## config.mk

```make
export PLATFORM = sky130hd
export DESIGN_NAME = mic_clip_frame_mixer_unit
export DESIGN_NICKNAME = d
export VERILOG_FILES = /design/src/hw/rtl/mcfm_pkg.sv /design/src/hw/rtl/mcfm_serial_mul.sv /design/src/hw/rtl/mic_clip_frame_mixer_unit.sv
export SDC_FILE = /design/constraint.sdc
export NUM_CORES = 2
export LEC_CHECK = 0
export BUFFER_PORTS_ARGS = -buffer_cell sky130_fd_sc_hd__buf_2
export CAP_MARGIN = 20
export CORE_MARGIN = 8
export CORE_UTILIZATION = 57
export CTS_CLUSTER_DIAMETER = 60
export DETAILED_ROUTE_END_ITERATION = 7
export HOLD_SLACK_MARGIN = 0.08
export PLACE_DENSITY = 0.83
export SLEW_MARGIN = 40
export SYNTH_ARGS = -nofsm -noshare
export SYNTH_HDL_FRONTEND = slang
export SYNTH_SLANG_ARGS = --single-unit
```

## constraint.sdc

```tcl
create_clock -name i_clk -period 5.7 [get_ports i_clk]
set_input_delay 0.57 -clock i_clk [delete_from_list [all_inputs] [get_ports i_clk]]
set_output_delay 0.57 -clock i_clk [all_outputs]
set_load 0.005 [all_outputs]
```

## src/hw/rtl/mcfm_pkg.sv

```systemverilog
// Shared types, constants and helpers of the mic/clip frame mixer.
package mcfm_pkg;

    // Fixed field widths
    localparam int GAIN_BITS    = 16;
    localparam int BAL_BITS     = 17;
    localparam int ACC_BITS     = 32;
    // Multiplicand width of the serial multiplier (accumulator magnitude)
    localparam int MUL_A_BITS   = 32;
    // Magnitude of a master-gained output sample
    localparam int OUT_MAG_BITS = 35;
    localparam int MIC_PK_BITS  = 20;
    localparam int MST_PK_BITS  = 24;
    localparam int CFG_IDX_BITS = 3;

    localparam logic [BAL_BITS-1:0]    BAL_ONE       = 17'h10000;
    localparam logic [MIC_PK_BITS-1:0] MIC_PEAK_MAX  = 20'hFFFFF;
    localparam logic [MST_PK_BITS-1:0] MST_PEAK_MAX  = 24'hFFFFFF;

    // Register indexes of the configuration port
    localparam logic [CFG_IDX_BITS-1:0] CFG_MIC_GAIN    = 3'd0;
    localparam logic [CFG_IDX_BITS-1:0] CFG_MASTER_GAIN = 3'd1;
    localparam logic [CFG_IDX_BITS-1:0] CFG_BALANCE     = 3'd2;
    localparam logic [CFG_IDX_BITS-1:0] CFG_MIC_EN      = 3'd3;
    localparam logic [CFG_IDX_BITS-1:0] CFG_PASS_EN     = 3'd4;
    localparam logic [CFG_IDX_BITS-1:0] CFG_CAP_CH      = 3'd5;
    localparam logic [CFG_IDX_BITS-1:0] CFG_PLAY_CH     = 3'd6;

    // Channel count codes
    localparam logic [1:0] CH_ZERO = 2'd0;
    localparam logic [1:0] CH_ONE  = 2'd1;

    // Request kinds
    typedef enum logic [1:0] {
        KIND_MIC       = 2'd0,
        KIND_CLIP      = 2'd1,
        KIND_FRAME_END = 2'd2,
        KIND_PEAK_CLR  = 2'd3
    } t_kind;

    // Rounding shift applied by the multiplier
    typedef enum logic [2:0] {
        RND_NONE = 3'd0,
        RND_12   = 3'd1,
        RND_16   = 3'd2,
        RND_28   = 3'd3,
        RND_29   = 3'd4
    } t_rnd;

    typedef struct packed {
        logic start;
        t_rnd rnd;
    } t_mul_cmd;

    typedef enum logic [3:0] {
        ST_IDLE,
        ST_DECODE,
        ST_MIC_GAIN,
        ST_MIC_MIX,
        ST_CLIP_G,
        ST_CLIP_L,
        ST_CLIP_R,
        ST_CLIP_M,
        ST_FE_L,
        ST_FE_R,
        ST_FE_OUT
    } t_state;

    // Accumulator plus a signed magnitude, saturated to 32 bits
    function automatic logic signed [ACC_BITS-1:0] sat_add(
        input logic signed [ACC_BITS-1:0] acc,
        input logic [ACC_BITS-1:0]        mag,
        input logic                       neg
    );
        logic signed [ACC_BITS+1:0] d;
        logic signed [ACC_BITS+1:0] s;
        d = neg ? -$signed({2'b00, mag}) : $signed({2'b00, mag});
        s = {{2{acc[ACC_BITS-1]}}, acc} + d;
        if (s > 34'sd2147483647) begin
            return 32'sh7FFF_FFFF;
        end
        if (s < -34'sd2147483648) begin
            return 32'sh8000_0000;
        end
        return s[ACC_BITS-1:0];
    endfunction

endpackage

```

## src/hw/rtl/mcfm_serial_mul.sv

```systemverilog
// Bit-serial magnitude multiplier with round-to-nearest preload and shift.
module mcfm_serial_mul #(
    parameter int B_BITS = 17
) (
    input  logic                                       i_clk,
    input  logic                                       i_rst_n,
    input  mcfm_pkg::t_mul_cmd                         i_cmd,
    input  logic [mcfm_pkg::MUL_A_BITS-1:0]            i_a,
    input  logic [B_BITS-1:0]                          i_b,
    output logic                                       o_done,
    output logic [mcfm_pkg::MUL_A_BITS+B_BITS+1:0]     o_prod
);

    localparam int AW = mcfm_pkg::MUL_A_BITS;
    localparam int HW = AW + 2;
    localparam int PW = AW + B_BITS + 2;
    localparam int CW = $clog2(B_BITS + 1);

    logic [PW-1:0]     r_p;
    logic [AW-1:0]     r_a;
    logic [B_BITS-1:0] r_b;
    logic [CW-1:0]     r_cnt;
    logic              r_run;
    logic              r_done;
    mcfm_pkg::t_rnd    r_rnd;

    logic [PW-1:0]     preload;
    logic [HW-1:0]     hi_sum;

    // Half an LSB of the final shift, placed so that it lands there after the last step
    always_comb begin
        unique case (i_cmd.rnd)
            mcfm_pkg::RND_NONE: preload = '0;
            mcfm_pkg::RND_12:   preload = PW'(1) << (11 + B_BITS);
            mcfm_pkg::RND_16:   preload = PW'(1) << (15 + B_BITS);
            mcfm_pkg::RND_28:   preload = PW'(1) << (27 + B_BITS);
            mcfm_pkg::RND_29:   preload = PW'(1) << (28 + B_BITS);
            default:            preload = '0;
        endcase
    end

    // One multiplier bit per cycle: add the multiplicand on top, shift right
    assign hi_sum = r_p[PW-1:B_BITS] + (r_b[0] ? HW'(r_a) : HW'(0));

    always_ff @(posedge i_clk) begin
        if (!i_rst_n) begin
            r_run  <= 1'b0;
            r_done <= 1'b0;
            r_cnt  <= '0;
        end else begin
            r_done <= 1'b0;
            if (i_cmd.start) begin
                r_run <= 1'b1;
                r_cnt <= CW'(B_BITS);
            end else if (r_run) begin
                r_cnt <= r_cnt - CW'(1);
                if (r_cnt == CW'(1)) begin
                    r_run  <= 1'b0;
                    r_done <= 1'b1;
                end
            end
        end
    end

    always_ff @(posedge i_clk) begin
        if (i_cmd.start) begin
            r_p   <= preload;
            r_a   <= i_a;
            r_b   <= i_b;
            r_rnd <= i_cmd.rnd;
        end else if (r_run) begin
            r_p <= {hi_sum, r_p[B_BITS-1:0]} >> 1;
            r_b <= r_b >> 1;
        end
    end

    // Final scaling
    always_comb begin
        unique case (r_rnd)
            mcfm_pkg::RND_NONE: o_prod = r_p;
            mcfm_pkg::RND_12:   o_prod = r_p >> 12;
            mcfm_pkg::RND_16:   o_prod = r_p >> 16;
            mcfm_pkg::RND_28:   o_prod = r_p >> 28;
            mcfm_pkg::RND_29:   o_prod = r_p >> 29;
            default:            o_prod = r_p;
        endcase
    end

    assign o_done = r_done;

endmodule

```

## src/hw/rtl/mic_clip_frame_mixer_unit.sv

```systemverilog
// Top level of the mic/clip frame mixer: config, sequencer, accumulators and output word.
// Every product runs through one shared bit-serial multiplier, one multiplier bit per
// cycle over B = max(17, SAMPLE_BITS+1) multiplier bits. An item is accepted, then
// decoded; then a mic word takes one multiply (two with passthrough, none when the mic
// is disabled or has no capture channel), a clip word three (stereo) or two (mono
// playback), a frame-end word two plus the output load, and a peak reset none. A
// finished frame waits in the output register while the next words are taken; only a
// second frame end stalls behind an output that has not been taken yet.
module mic_clip_frame_mixer_unit #(
    parameter int SAMPLE_BITS = 16
) (
    input  logic                                  i_clk,
    input  logic                                  i_rst_n,
    // configuration
    input  logic                                  i_cfg_wr_en,
    input  logic [mcfm_pkg::CFG_IDX_BITS-1:0]     i_cfg_index,
    input  logic [mcfm_pkg::BAL_BITS-1:0]         i_cfg_data,
    // input words
    input  logic                                  i_in_valid,
    output logic                                  o_in_ready,
    input  logic [1:0]                            i_req_type,
    input  logic signed [SAMPLE_BITS-1:0]         i_sample_left,
    input  logic signed [SAMPLE_BITS-1:0]         i_sample_right,
    input  logic [mcfm_pkg::GAIN_BITS-1:0]        i_clip_gain,
    // output words
    output logic                                  o_out_valid,
    input  logic                                  i_out_ready,
    output logic signed [SAMPLE_BITS-1:0]         o_out_left,
    output logic signed [SAMPLE_BITS-1:0]         o_out_right,
    output logic [mcfm_pkg::MIC_PK_BITS-1:0]      o_mic_peak,
    output logic [mcfm_pkg::MST_PK_BITS-1:0]      o_master_peak
);

    localparam int SB = SAMPLE_BITS;
    localparam int MB = (SAMPLE_BITS + 1 > 17) ? SAMPLE_BITS + 1 : 17;
    localparam int AW = mcfm_pkg::MUL_A_BITS;
    localparam int PW = AW + MB + 2;
    localparam int GB = mcfm_pkg::GAIN_BITS;
    localparam int BB = mcfm_pkg::BAL_BITS;
    localparam int ACW = mcfm_pkg::ACC_BITS;
    localparam int OM = mcfm_pkg::OUT_MAG_BITS;
    localparam logic [SB-1:0] LIM_POS = {1'b0, {(SB-1){1'b1}}};
    localparam logic [SB-1:0] LIM_NEG = {1'b1, {(SB-1){1'b0}}};

    // Configuration registers
    logic [GB-1:0] r_mic_gain;
    logic [GB-1:0] r_master_gain;
    logic [BB-1:0] r_balance;
    logic          r_mic_en;
    logic          r_pass_en;
    logic [1:0]    r_cap_ch;
    logic [1:0]    r_play_ch;

    // Sequencer and word registers
    mcfm_pkg::t_state r_state;
    mcfm_pkg::t_state n_state;
    mcfm_pkg::t_kind  r_kind;
    logic signed [SB-1:0] r_l;
    logic signed [SB-1:0] r_r;
    logic [GB-1:0]        r_cg;
    logic                 r_sign;
    logic                 n_sign;
    logic [AW-1:0]        r_g;

    // Frame state
    logic signed [ACW-1:0]              r_acc_l;
    logic signed [ACW-1:0]              r_acc_r;
    logic [mcfm_pkg::MIC_PK_BITS-1:0]   r_mic_peak;
    logic [mcfm_pkg::MST_PK_BITS-1:0]   r_master_peak;
    logic [OM-1:0]                      r_ol_mag;
    logic                               r_ol_neg;
    logic [OM-1:0]                      r_or_mag;
    logic                               r_or_neg;

    // Output word
    logic                               r_out_valid;
    logic signed [SB-1:0]               r_out_l;
    logic signed [SB-1:0]               r_out_r;
    logic [mcfm_pkg::MIC_PK_BITS-1:0]   r_out_mpk;
    logic [mcfm_pkg::MST_PK_BITS-1:0]   r_out_spk;

    // Multiplier interface
    mcfm_pkg::t_mul_cmd mul_cmd;
    logic [AW-1:0]      mul_a;
    logic [MB-1:0]      mul_b;
    logic               mul_done;
    logic [PW-1:0]      prod;
    logic [AW-1:0]      prod_lo;

    // Derived operands
    logic [BB-1:0]        b_eff;
    logic [BB:0]          mf_full;
    logic [BB:0]          cf_full;
    logic [BB-1:0]        mic_fac;
    logic [BB-1:0]        clip_fac;
    logic signed [SB:0]   sum_lr;
    logic signed [SB-1:0] mono;
    logic [SB-1:0]        mono_mag;
    logic [SB:0]          sum_mag;
    logic [SB-1:0]        l_mag;
    logic [SB-1:0]        r_mag;
    logic [ACW-1:0]       acc_l_mag;
    logic [ACW-1:0]       acc_r_mag;
    logic                 play_mono;
    logic                 mic_go;
    logic                 out_free;
    logic [mcfm_pkg::MIC_PK_BITS-1:0] mic_a;
    logic [OM-1:0]                    pk_max;
    logic [mcfm_pkg::MST_PK_BITS-1:0] pk_sat;
    logic [mcfm_pkg::MST_PK_BITS-1:0] pk_new;
    logic signed [ACW-1:0]            acc_l_add;
    logic signed [ACW-1:0]            acc_r_add;

    // Output limiter on a signed magnitude
    function automatic logic [SB-1:0] limit(input logic [OM-1:0] mag, input logic neg);
        logic [SB-1:0] cm;
        if (neg) begin
            cm = (mag > OM'(LIM_NEG)) ? LIM_NEG : mag[SB-1:0];
            return ~cm + SB'(1);
        end
        cm = (mag > OM'(LIM_POS)) ? LIM_POS : mag[SB-1:0];
        return cm;
    endfunction

    mcfm_serial_mul #(
        .B_BITS (MB)
    ) u_mul (
        .i_clk   (i_clk),
        .i_rst_n (i_rst_n),
        .i_cmd   (mul_cmd),
        .i_a     (mul_a),
        .i_b     (mul_b),
        .o_done  (mul_done),
        .o_prod  (prod)
    );

    assign prod_lo = prod[AW-1:0];

    // Balance factors: mic min(1, 2(1-b)), clip min(1, 2b)
    assign b_eff    = (r_balance > mcfm_pkg::BAL_ONE) ? mcfm_pkg::BAL_ONE : r_balance;
    assign mf_full  = {mcfm_pkg::BAL_ONE - b_eff, 1'b0};
    assign cf_full  = {b_eff, 1'b0};
    assign mic_fac  = (mf_full > (BB+1)'(mcfm_pkg::BAL_ONE)) ? mcfm_pkg::BAL_ONE
                                                              : mf_full[BB-1:0];
    assign clip_fac = (cf_full > (BB+1)'(mcfm_pkg::BAL_ONE)) ? mcfm_pkg::BAL_ONE
                                                              : cf_full[BB-1:0];

    // Sample magnitudes; the two-channel downmix is floor((L+R)/2)
    assign sum_lr    = {r_l[SB-1], r_l} + {r_r[SB-1], r_r};
    assign mono      = (r_cap_ch == mcfm_pkg::CH_ONE) ? r_l : sum_lr[SB:1];
    assign mono_mag  = mono[SB-1] ? SB'(-mono) : SB'(mono);
    assign sum_mag   = sum_lr[SB] ? (SB+1)'(-sum_lr) : (SB+1)'(sum_lr);
    assign l_mag     = r_l[SB-1] ? SB'(-r_l) : SB'(r_l);
    assign r_mag     = r_r[SB-1] ? SB'(-r_r) : SB'(r_r);
    assign acc_l_mag = r_acc_l[ACW-1] ? ACW'(-r_acc_l) : ACW'(r_acc_l);
    assign acc_r_mag = r_acc_r[ACW-1] ? ACW'(-r_acc_r) : ACW'(r_acc_r);

    assign play_mono = (r_play_ch == mcfm_pkg::CH_ONE);
    assign mic_go    = r_mic_en && (r_cap_ch != mcfm_pkg::CH_ZERO);
    assign out_free  = !r_out_valid || i_out_ready;

    assign acc_l_add = mcfm_pkg::sat_add(r_acc_l, prod_lo, r_sign);
    assign acc_r_add = mcfm_pkg::sat_add(r_acc_r, prod_lo, r_sign);

    // Peak of the gained mic mono, saturated
    assign mic_a = (prod_lo > AW'(mcfm_pkg::MIC_PEAK_MAX)) ? mcfm_pkg::MIC_PEAK_MAX
                                                           : prod_lo[mcfm_pkg::MIC_PK_BITS-1:0];

    // Master peak of the pre-limit frame
    assign pk_max = (r_or_mag > r_ol_mag) ? r_or_mag : r_ol_mag;
    assign pk_sat = (pk_max > OM'(mcfm_pkg::MST_PEAK_MAX)) ? mcfm_pkg::MST_PEAK_MAX
                                                           : pk_max[mcfm_pkg::MST_PK_BITS-1:0];
    assign pk_new = (pk_sat > r_master_peak) ? pk_sat : r_master_peak;

    // Configuration writes
    always_ff @(posedge i_clk) begin
        if (!i_rst_n) begin
            r_mic_gain    <= 16'd4096;
            r_master_gain <= 16'd4096;
            r_balance     <= 17'd32768;
            r_mic_en      <= 1'b1;
            r_pass_en     <= 1'b0;
            r_cap_ch      <= 2'd2;
            r_play_ch     <= 2'd2;
        end else if (i_cfg_wr_en) begin
            unique case (i_cfg_index)
                mcfm_pkg::CFG_MIC_GAIN:    r_mic_gain    <= i_cfg_data[GB-1:0];
                mcfm_pkg::CFG_MASTER_GAIN: r_master_gain <= i_cfg_data[GB-1:0];
                mcfm_pkg::CFG_BALANCE:     r_balance     <= i_cfg_data;
                mcfm_pkg::CFG_MIC_EN:      r_mic_en      <= i_cfg_data[0];
                mcfm_pkg::CFG_PASS_EN:     r_pass_en     <= i_cfg_data[0];
                mcfm_pkg::CFG_CAP_CH:      r_cap_ch      <= i_cfg_data[1:0];
                mcfm_pkg::CFG_PLAY_CH:     r_play_ch     <= i_cfg_data[1:0];
                default: ;
            endcase
        end
    end

    // State register
    always_ff @(posedge i_clk) begin
        if (!i_rst_n) begin
            r_state <= mcfm_pkg::ST_IDLE;
        end else begin
            r_state <= n_state;
        end
    end

    // Next state and multiplier issue
    always_comb begin
        n_state = r_state;
        n_sign  = r_sign;
        mul_cmd = '{start: 1'b0, rnd: mcfm_pkg::RND_NONE};
        mul_a   = '0;
        mul_b   = '0;
        unique case (r_state)
            mcfm_pkg::ST_IDLE: begin
                if (i_in_valid) begin
                    n_state = mcfm_pkg::ST_DECODE;
                end
            end
            mcfm_pkg::ST_DECODE: begin
                unique case (r_kind)
                    mcfm_pkg::KIND_MIC: begin
                        if (mic_go) begin
                            mul_cmd = '{start: 1'b1, rnd: mcfm_pkg::RND_12};
                            mul_a   = AW'(mono_mag);
                            mul_b   = MB'(r_mic_gain);
                            n_sign  = mono[SB-1];
                            n_state = mcfm_pkg::ST_MIC_GAIN;
                        end else begin
                            n_state = mcfm_pkg::ST_IDLE;
                        end
                    end
                    mcfm_pkg::KIND_CLIP: begin
                        mul_cmd = '{start: 1'b1, rnd: mcfm_pkg::RND_NONE};
                        mul_a   = AW'(r_cg);
                        mul_b   = MB'(clip_fac);
                        n_state = mcfm_pkg::ST_CLIP_G;
                    end
                    mcfm_pkg::KIND_FRAME_END: begin
                        mul_cmd = '{start: 1'b1, rnd: mcfm_pkg::RND_12};
                        mul_a   = acc_l_mag;
                        mul_b   = MB'(r_master_gain);
                        n_sign  = r_acc_l[ACW-1];
                        n_state = mcfm_pkg::ST_FE_L;
                    end
                    mcfm_pkg::KIND_PEAK_CLR: begin
                        n_state = mcfm_pkg::ST_IDLE;
                    end
                endcase
            end
            mcfm_pkg::ST_MIC_GAIN: begin
                if (mul_done) begin
                    if (r_pass_en) begin
                        mul_cmd = '{start: 1'b1, rnd: mcfm_pkg::RND_16};
                        mul_a   = prod_lo;
                        mul_b   = MB'(mic_fac);
                        n_state = mcfm_pkg::ST_MIC_MIX;
                    end else begin
                        n_state = mcfm_pkg::ST_IDLE;
                    end
                end
            end
            mcfm_pkg::ST_MIC_MIX: begin
                if (mul_done) begin
                    n_state = mcfm_pkg::ST_IDLE;
                end
            end
            mcfm_pkg::ST_CLIP_G: begin
                if (mul_done) begin
                    mul_a = prod_lo;
                    if (play_mono) begin
                        mul_cmd = '{start: 1'b1, rnd: mcfm_pkg::RND_29};
                        mul_b   = MB'(sum_mag);
                        n_sign  = sum_lr[SB];
                        n_state = mcfm_pkg::ST_CLIP_M;
                    end else begin
                        mul_cmd = '{start: 1'b1, rnd: mcfm_pkg::RND_28};
                        mul_b   = MB'(l_mag);
                        n_sign  = r_l[SB-1];
                        n_state = mcfm_pkg::ST_CLIP_L;
                    end
                end
            end
            mcfm_pkg::ST_CLIP_L: begin
                if (mul_done) begin
                    mul_cmd = '{start: 1'b1, rnd: mcfm_pkg::RND_28};
                    mul_a   = r_g;
                    mul_b   = MB'(r_mag);
                    n_sign  = r_r[SB-1];
                    n_state = mcfm_pkg::ST_CLIP_R;
                end
            end
            mcfm_pkg::ST_CLIP_R, mcfm_pkg::ST_CLIP_M: begin
                if (mul_done) begin
                    n_state = mcfm_pkg::ST_IDLE;
                end
            end
            mcfm_pkg::ST_FE_L: begin
                if (mul_done) begin
                    mul_cmd = '{start: 1'b1, rnd: mcfm_pkg::RND_12};
                    mul_a   = acc_r_mag;
                    mul_b   = MB'(r_master_gain);
                    n_sign  = r_acc_r[ACW-1];
                    n_state = mcfm_pkg::ST_FE_R;
                end
            end
            mcfm_pkg::ST_FE_R: begin
                if (mul_done) begin
                    n_state = mcfm_pkg::ST_FE_OUT;
                end
            end
            mcfm_pkg::ST_FE_OUT: begin
                if (out_free) begin
                    n_state = mcfm_pkg::ST_IDLE;
                end
            end
            default: n_state = mcfm_pkg::ST_IDLE;
        endcase
    end

    // Word capture and per-operation scratch
    always_ff @(posedge i_clk) begin
        r_sign <= n_sign;
        if (r_state == mcfm_pkg::ST_IDLE && i_in_valid) begin
            r_kind <= mcfm_pkg::t_kind'(i_req_type);
            r_l    <= i_sample_left;
            r_r    <= i_sample_right;
            r_cg   <= i_clip_gain;
        end
        if (r_state == mcfm_pkg::ST_CLIP_G && mul_done) begin
            r_g <= prod_lo;
        end
        if (r_state == mcfm_pkg::ST_FE_L && mul_done) begin
            r_ol_mag <= prod[OM-1:0];
            r_ol_neg <= r_sign;
        end
        if (r_state == mcfm_pkg::ST_FE_R && mul_done) begin
            r_or_mag <= play_mono ? r_ol_mag : prod[OM-1:0];
            r_or_neg <= play_mono ? r_ol_neg : r_sign;
        end
    end

    // Accumulators and peak holds
    always_ff @(posedge i_clk) begin
        if (!i_rst_n) begin
            r_acc_l       <= '0;
            r_acc_r       <= '0;
            r_mic_peak    <= '0;
            r_master_peak <= '0;
        end else begin
            unique case (r_state)
                mcfm_pkg::ST_DECODE: begin
                    if (r_kind == mcfm_pkg::KIND_PEAK_CLR) begin
                        r_mic_peak    <= '0;
                        r_master_peak <= '0;
                    end
                end
                mcfm_pkg::ST_MIC_GAIN: begin
                    if (mul_done && mic_a > r_mic_peak) begin
                        r_mic_peak <= mic_a;
                    end
                end
                mcfm_pkg::ST_MIC_MIX, mcfm_pkg::ST_CLIP_M: begin
                    if (mul_done) begin
                        r_acc_l <= acc_l_add;
                        r_acc_r <= acc_r_add;
                    end
                end
                mcfm_pkg::ST_CLIP_L: begin
                    if (mul_done) begin
                        r_acc_l <= acc_l_add;
                    end
                end
                mcfm_pkg::ST_CLIP_R: begin
                    if (mul_done) begin
                        r_acc_r <= acc_r_add;
                    end
                end
                mcfm_pkg::ST_FE_OUT: begin
                    if (out_free) begin
                        r_acc_l       <= '0;
                        r_acc_r       <= '0;
                        r_master_peak <= pk_new;
                    end
                end
                default: ;
            endcase
        end
    end

    // Output word register
    always_ff @(posedge i_clk) begin
        if (!i_rst_n) begin
            r_out_valid <= 1'b0;
        end else if (r_state == mcfm_pkg::ST_FE_OUT && out_free) begin
            r_out_valid <= 1'b1;
        end else if (i_out_ready) begin
            r_out_valid <= 1'b0;
        end
    end

    always_ff @(posedge i_clk) begin
        if (r_state == mcfm_pkg::ST_FE_OUT && out_free) begin
            r_out_l   <= limit(r_ol_mag, r_ol_neg);
            r_out_r   <= limit(r_or_mag, r_or_neg);
            r_out_mpk <= r_mic_peak;
            r_out_spk <= pk_new;
        end
    end

    assign o_in_ready    = (r_state == mcfm_pkg::ST_IDLE);
    assign o_out_valid   = r_out_valid;
    assign o_out_left    = r_out_l;
    assign o_out_right   = r_out_r;
    assign o_mic_peak    = r_out_mpk;
    assign o_master_peak = r_out_spk;

endmodule

```

# Word level (Yosys, flattened, before mapping)
# Cells that the tools add are included.
# totals
rom_bits	0
memories	0
latchBits	0
ff_bits	509
inputBits	75
out_inout_bits	78
ram_bits	0
# classes
n_eq_ne	43
add_sub_neg	15
n_lt_le_gt_ge	16
n_mul	0
n_div	0
n_shift	0
muxes	115
bitwise_logic	4
n_reduce_logical	37
# ops
operator	count
$mux W32	19
$mux W16	16
$pmux W46 S4	1
$mux W17	10
$pmux W32 S5	1
$pmux W35 S4	1
$pmux W32 S2	2
$mux W51	2
$mux W24	4
$pmux W32 S3	1
$pmux W17 S5	1
$gt A35 B15 Y1 const B	2
$gt A35 B16 Y1 const B	2
$mux W35	2
$add A34 B34 Y34	2
$gt A34 B32 Y1 const B	2
$lt A34 B32 Y1 const B	2
$neg A32 Y32	2
$mux W20	3
$mux W4	14
$pmux W17 S3	1
$neg A16 Y16	3
$pmux W24 S2	1
$pmux W20 S2	1
55 further kinds	135

# Logic depth before layout (Yosys ltp)
# depth
word_depth	12
ltp_mapped	28

# Hierarchy
# From an unflattened synthesis, not the netlist that was laid out.
# unflattened
cells_unflattened	3923
hier_area_um2	34564.4
# by_module_without_submodules
module	instances	cells_each	area_per_inst_um2
mic_clip_frame_mixer_unit	1	3243	27580.2
mcfm_serial_mul	1	680	6984.2

# Worst setup path before layout
# Ideal clock, no wire load.
# synth_timing
kind	reg2reg
start	register r_ol_mag[1]
end	register r_master_peak[10] (netlist name)
arrival_time_ns	5.855
path_slack_ns	-0.215
setup_time_ns	0.060
n_path_buf	5
stages_incl_launch_ff	28
cell_sequence	edfxtp_1 clkbuf_1 inv_1 ha_1 nor2b_1 o21ai_0 a21oi_1 a211oi_1 o21ai_0 a221o_1 clkbuf_1 a21bo_2 clkbuf_1 mux2i_1 clkbuf_1 nand3_1 ha_1 a21o_1 a21o_1 a21o_1 a21o_1 a21o_1 a21o_1 a2111oi_0 nor2_1 a21oi_1 clkbuf_1 a22o_1
# synth_between
elab_chain_cells	8
# synth_rtl
element	line	text
start, declared	mic_clip_frame_mixer_unit.sv:70	logic [OM-1:0] r_ol_mag;
start signal, assigned	mic_clip_frame_mixer_unit.sv:335	r_ol_mag <= prod[OM-1:0];
$gt A35 B35 Y1	mic_clip_frame_mixer_unit.sv:170	assign pk_max = (r_or_mag > r_ol_mag) ? r_or_mag : r_ol_mag;
$mux W35 *	mic_clip_frame_mixer_unit.sv:170	
$gt A35 B24 Y1	mic_clip_frame_mixer_unit.sv:171	assign pk_sat = (pk_max > OM'(mcfm_pkg::MST_PEAK_MAX)) ? mcfm_pkg::MST_PEAK_MAX
$mux W24 *	mic_clip_frame_mixer_unit.sv:171	
$gt A24 B24 Y1	mic_clip_frame_mixer_unit.sv:173	assign pk_new = (pk_sat > r_master_peak) ? pk_sat : r_master_peak;
$mux W24 *	mic_clip_frame_mixer_unit.sv:173	
$mux W24 *	mic_clip_frame_mixer_unit.sv:381	if (out_free) begin
$pmux W24 S2 *	mic_clip_frame_mixer_unit.sv:352	unique case (r_state)
end signal, assigned	mic_clip_frame_mixer_unit.sv:384	r_master_peak <= pk_new;
end, declared	mic_clip_frame_mixer_unit.sv:69	logic [mcfm_pkg::MST_PK_BITS-1:0] r_master_peak;
# Every way passes the cells marked *; elsewhere a longest branch is shown, timed or not. The select of a mux whose other input is x is not followed.
# A chain may end at the register's enable or synchronous reset.

# Worst setup path after layout
# layout_timing
start	register u_mul.r_rnd[1]
end	register r_acc_l[21]
# layout_between
elab_chain_cells	12
elab_cells_between_ends	18
# layout_rtl
element	line	text
start, declared	mcfm_serial_mul.sv:25	mcfm_pkg::t_rnd r_rnd;
start signal, assigned	mcfm_serial_mul.sv:70	r_rnd <= i_cmd.rnd;
$eq A3 B3 Y1 (tied with other cells)	mcfm_serial_mul.sv:79	unique case (r_rnd)
$pmux W35 S4 *	mcfm_serial_mul.sv:79	
$neg A32 Y34	mcfm_pkg.sv:77	d = neg ? -$signed({2'b00, mag}) : $signed({2'b00, mag});
$mux W34 *	mcfm_pkg.sv:77	
$add A34 B34 Y34 *	mcfm_pkg.sv:78	s = {{2{acc[ACC_BITS-1]}}, acc} + d;
$lt A34 B32 Y1	mcfm_pkg.sv:82	if (s < -34'sd2147483648) begin
$mux W1 (2 in a row)	mcfm_pkg.sv:82	
$mux W32	mcfm_pkg.sv:85	return s[ACC_BITS-1:0];
$mux W32 *	mcfm_pkg.sv:82	
$mux W32 *	mic_clip_frame_mixer_unit.sv:365, mic_clip_frame_mixer_unit.sv:371	
$pmux W32 S2 *	mic_clip_frame_mixer_unit.sv:352	
end signal, assigned	mic_clip_frame_mixer_unit.sv:366	r_acc_l <= acc_l_add;
end signal, assigned	mic_clip_frame_mixer_unit.sv:372	r_acc_l <= acc_l_add;
end, declared	mic_clip_frame_mixer_unit.sv:66	logic signed [ACW-1:0] r_acc_l;
# Marks and branches as above.

==> impl_metrics.yaml <==
synthesis:
  async_flop_share_pct: 0
  yosys.area_share.adder_pct: 8.01
  synth_top_family_by_area: "compound AO/OA/AOI/OAI gates"
  synthFlopType: "edfxtp_1"
  synth_mux_area_share_pct: 1.47
  synth-edff-count: 333
  synth_xor_xnor_area_share_pct: 6.50
  synth.area.top_cells: "edfxtp_1 (29%), dfxtp_1 (10%), ha_1 (7.8%), a21oi_1 (4.6%), nand2_1 (3.9%)"
  yosysTopAreaCellShare_pct: 29.3
  syn-num-nets: 4011
  synth_common_cells: "nand2_1 (359), edfxtp_1 (333), a21oi_1 (313), nor2_1 (261), o21ai_0 (239)"
  synth_area_per_cell_um2: 9.17
  yosys_warnings: 0
  synth_compound_area_share_pct: 23.4
  yosys.area_share.simple_pct: 16.6
  synthCells: 3720
  synth_top_cell_by_area: "edfxtp_1"
  ys_ff_latch: 508
  netlist_area_um2: 34100
  seq_area_frac_synth_pct: 39.6
  yosysUniqueCellTypes: 105
  synth.most_common_cell: "nand2_1"
layout:
  fin_cells: 4872
  fillers: 4524
  areaGrowthSynthToFinish_pct: 18.8
  drive_above_1_share_pct: 17.4
  final_net_count: 4342
  diodes: 0
global_route:
  grt.met3_usage_pct: 6.39
  grt_max_degree: 77
  grt_pass1_wl_um: 174000
  grtUsageTotal_pct: 32.5
  grt_antenna_before_repair: 1
  grt.busiest_layer: "met2"
  gr-usage-met2_pct: 51.6
  grtUsageMet1_pct: 42.9
  overflow: 0
  grt_pass1_vias: 30000
clocking:
  root_buffer: "clkbuf_16"
  cts_buffers: 57
  cts_tree: "yes"
  clockBufferDepth: 3
  clk_pin_slew_ns: 0.06
  cts.sinks: 508
  clk_latency_ns: 0.66
  cts_max_level: 2
run_status:
  status: "finished with violations"
  violations: "setup timing"
drt:
  post_drt_via_cell_ratio: 6.67
  vias: 32500
  drc: 0
  wire_per_inst_um: 23.9
  first_pass_iters: 8
  antenna_left: 0
  routed_wl_um: 116000
  drt_iter0_markers: 4259
power_and_ir_drop:
  p_per_area_nw_per_um2: 446
  peakVddDrop_mv: 0.333
  leakage_nw: 16.2
worst_hold_path:
  hold_path.class: "in2reg"
  hold_depth: 1
  holdCritStartpoint: "i_clip_gain[0]"
  hold_path_end: "r_cg[0]"
floorplan:
  die_w_um: 261
  rows: 89
  coreArea_um2: 59100
  initial_utilization_pct: 57.7
  die_h_um: 261
  fp.dieArea_um2: 68000
  pin_count: 153
sta:
  max_freq_ghz: 0.172
  min_period_over_period_pct: 102
  slew_headroom_pct: 40.8
  hold_viol_final: 0
  tightest_slew_ns: 0.885
  final-setup-viol-count: 29
  fin_skew_ns: 0.0320
  slew_viol_final: 0
  setup_ws_ns: -0.113
  min_period_ns: 5.81
  rsz0062_at_grt: "yes"
placement:
  place_congestion: 1.01
  dp_hpwl_um: 85000
  dp_cells: 4703
  port_buffers: 152
  dp_slack_ns: -0.185
worst_setup_path:
  rrSetupSlack_ns: -0.11
  worstSetupEndpointType: "register"
  worstReg2RegEnd: "r_acc_l[21]"
  required_ns: 6.22
  r2r-start: "u_mul.r_rnd[1]"
  crit_arrival_ns: 6.34
  path_class: "reg2reg"
  path_max_fanout: 6
  reg2reg_depth: 23
  worst_setup_path_start_kind: "register"
run:
  maxCapViolations: 0
-- critical path, cell delays in order, from the launching register on --
cell and delay [ns]:
edfxtp_1 0.41, buf_6 0.16, nor2_8 0.13, buf_6 0.12
mux2i_1 0.17, a221o_1 0.21, ha_2 0.20, nand4_1 0.18
or4_4 0.66, or3_4 0.41, o21ai_2 0.16, xnor2_2 0.11
ha_1 0.21, nor2_1 0.21, o21ai_0 0.13, o211ai_1 0.31
nand4bb_1 0.21, a221oi_2 0.37, nor4b_2 0.10, nor4_2 0.37
o31ai_2 0.15, and2b_4 0.25, clkbuf_16 0.18, a221o_1 0.30
-- logic make-up (layout without fill, tap and decap cells) --
kind of cell / Yosys count / count (layout)
fa+ha+maj: 216 / 216
compound gates: 1175 / 1176
buf+inv: 376 / 753
xor+xnor: 249 / 249
simple gates: 1148 / 1149
mux: 48 / 48
flops: 508 / 508
-- worst max path at each step --
stage / startpoint / end / slack (ns) / cells past startpoint
after floorplan: u_mul.r_rnd[0] / r_acc_l[21] / 0.04 / 24
after global placement: u_mul.r_rnd[0] / r_acc_l[5] / -0.06 / 22
after detailed placement: u_mul.r_rnd[0] / r_acc_l[13] / -0.18 / 22
after CTS: u_mul.r_rnd[1] / r_acc_l[11] / 0.0009 / 23
after global routing: u_mul.r_rnd[0] / r_acc_l[24] / -0.27 / 22
final: u_mul.r_rnd[1] / r_acc_l[21] / -0.11 / 23
-- cells in the final DEF (no fill, tap or decap), drive strengths merged, types with 40 or more instances in the layout --
cell type	n
a21o	81
a21oi	314
a221o	68
a31oi	75
and2	70
buf	439
clkbuf	72
dfxtp	175
edfxtp	333
ha	212
inv	176
nand2	360
nand3	87
nand4	40
nor2	262
nor2b	42
nor3	66
o21ai	243
o31ai	49
or3	40
xnor2	151
xor2	96
-- what timing repair did --
action	CTS	global route
setup endpoints to repair	45	130
pin swaps	21	73
setup buffers	6	12
hold endpoints to repair	35	0
hold buffers	35	0
cloned	0	8
resized for setup	23	98
-- registers in the layout (all words and copies together), names as in the netlist, 3 cells and up --
register,flops
r_state,4
r_or_mag,35
u_mul.r_p,50
r_acc_r,32
u_mul.r_a,32
o_out_right,16
r_mic_gain,16
r_master_gain,16
r_acc_l,32
u_mul.r_b,17
r_r,16
o_mic_peak,20
r_master_peak,24
r_cg,16
r_g,32
r_l,16
r_ol_mag,35
o_out_left,16
r_mic_peak,20
u_mul.r_rnd,3
o_master_peak,24
r_balance,17
u_mul.r_cnt,5
-- metrics by stage --
stage	setup TNS (ns)	cell area (µm²)	hold WS (ns)	util, %	total power, mW
2_1_floorplan	0	34200	0.424	-	10.1
4_1_cts	0	39900	0.0801	67.4	17.5
6_report	-2.27	40600	0.0883	68.6	18.1
3_5_place_dp	-4.99	37300	0.446	63.0	13.3
5_1_grt	-10.77	40600	0.0838	68.6	18.8
3_3_place_gp	-1.28	37200	0.441	63.0	13.1
-- area by class of cell --
class	count	area, µm²	share of cell area, %
timing repair buffer	478	3560	8.79
inverter	168	632	1.56
clock buffer	68	1620	3.98
sequential	508	13500	33.3
tap	773	967	2.38
multi-input combinational	2838	19800	48.7
clock inverter	39	509	1.26
-- routing by layer --
layer  vias up  routed length [µm]  part of all wire [%]
met3       408               13300                    11
li1      14600                   -                     -
met2      2040               51900                    45
met4         0                6030                   5.2
met5         -                   0                     0
met1     15400               45000                    39
-- power breakdown --
| group | internal (mW) | switching [mW] | total, mW |
|---|---|---|---|
| sequential | 4.68 | 0.527 | 5.21 |
| clock | 2.47 | 1.68 | 4.15 |
| combinational | 3.47 | 5.28 | 8.74 |
Power figures use the tool's default switching activity.
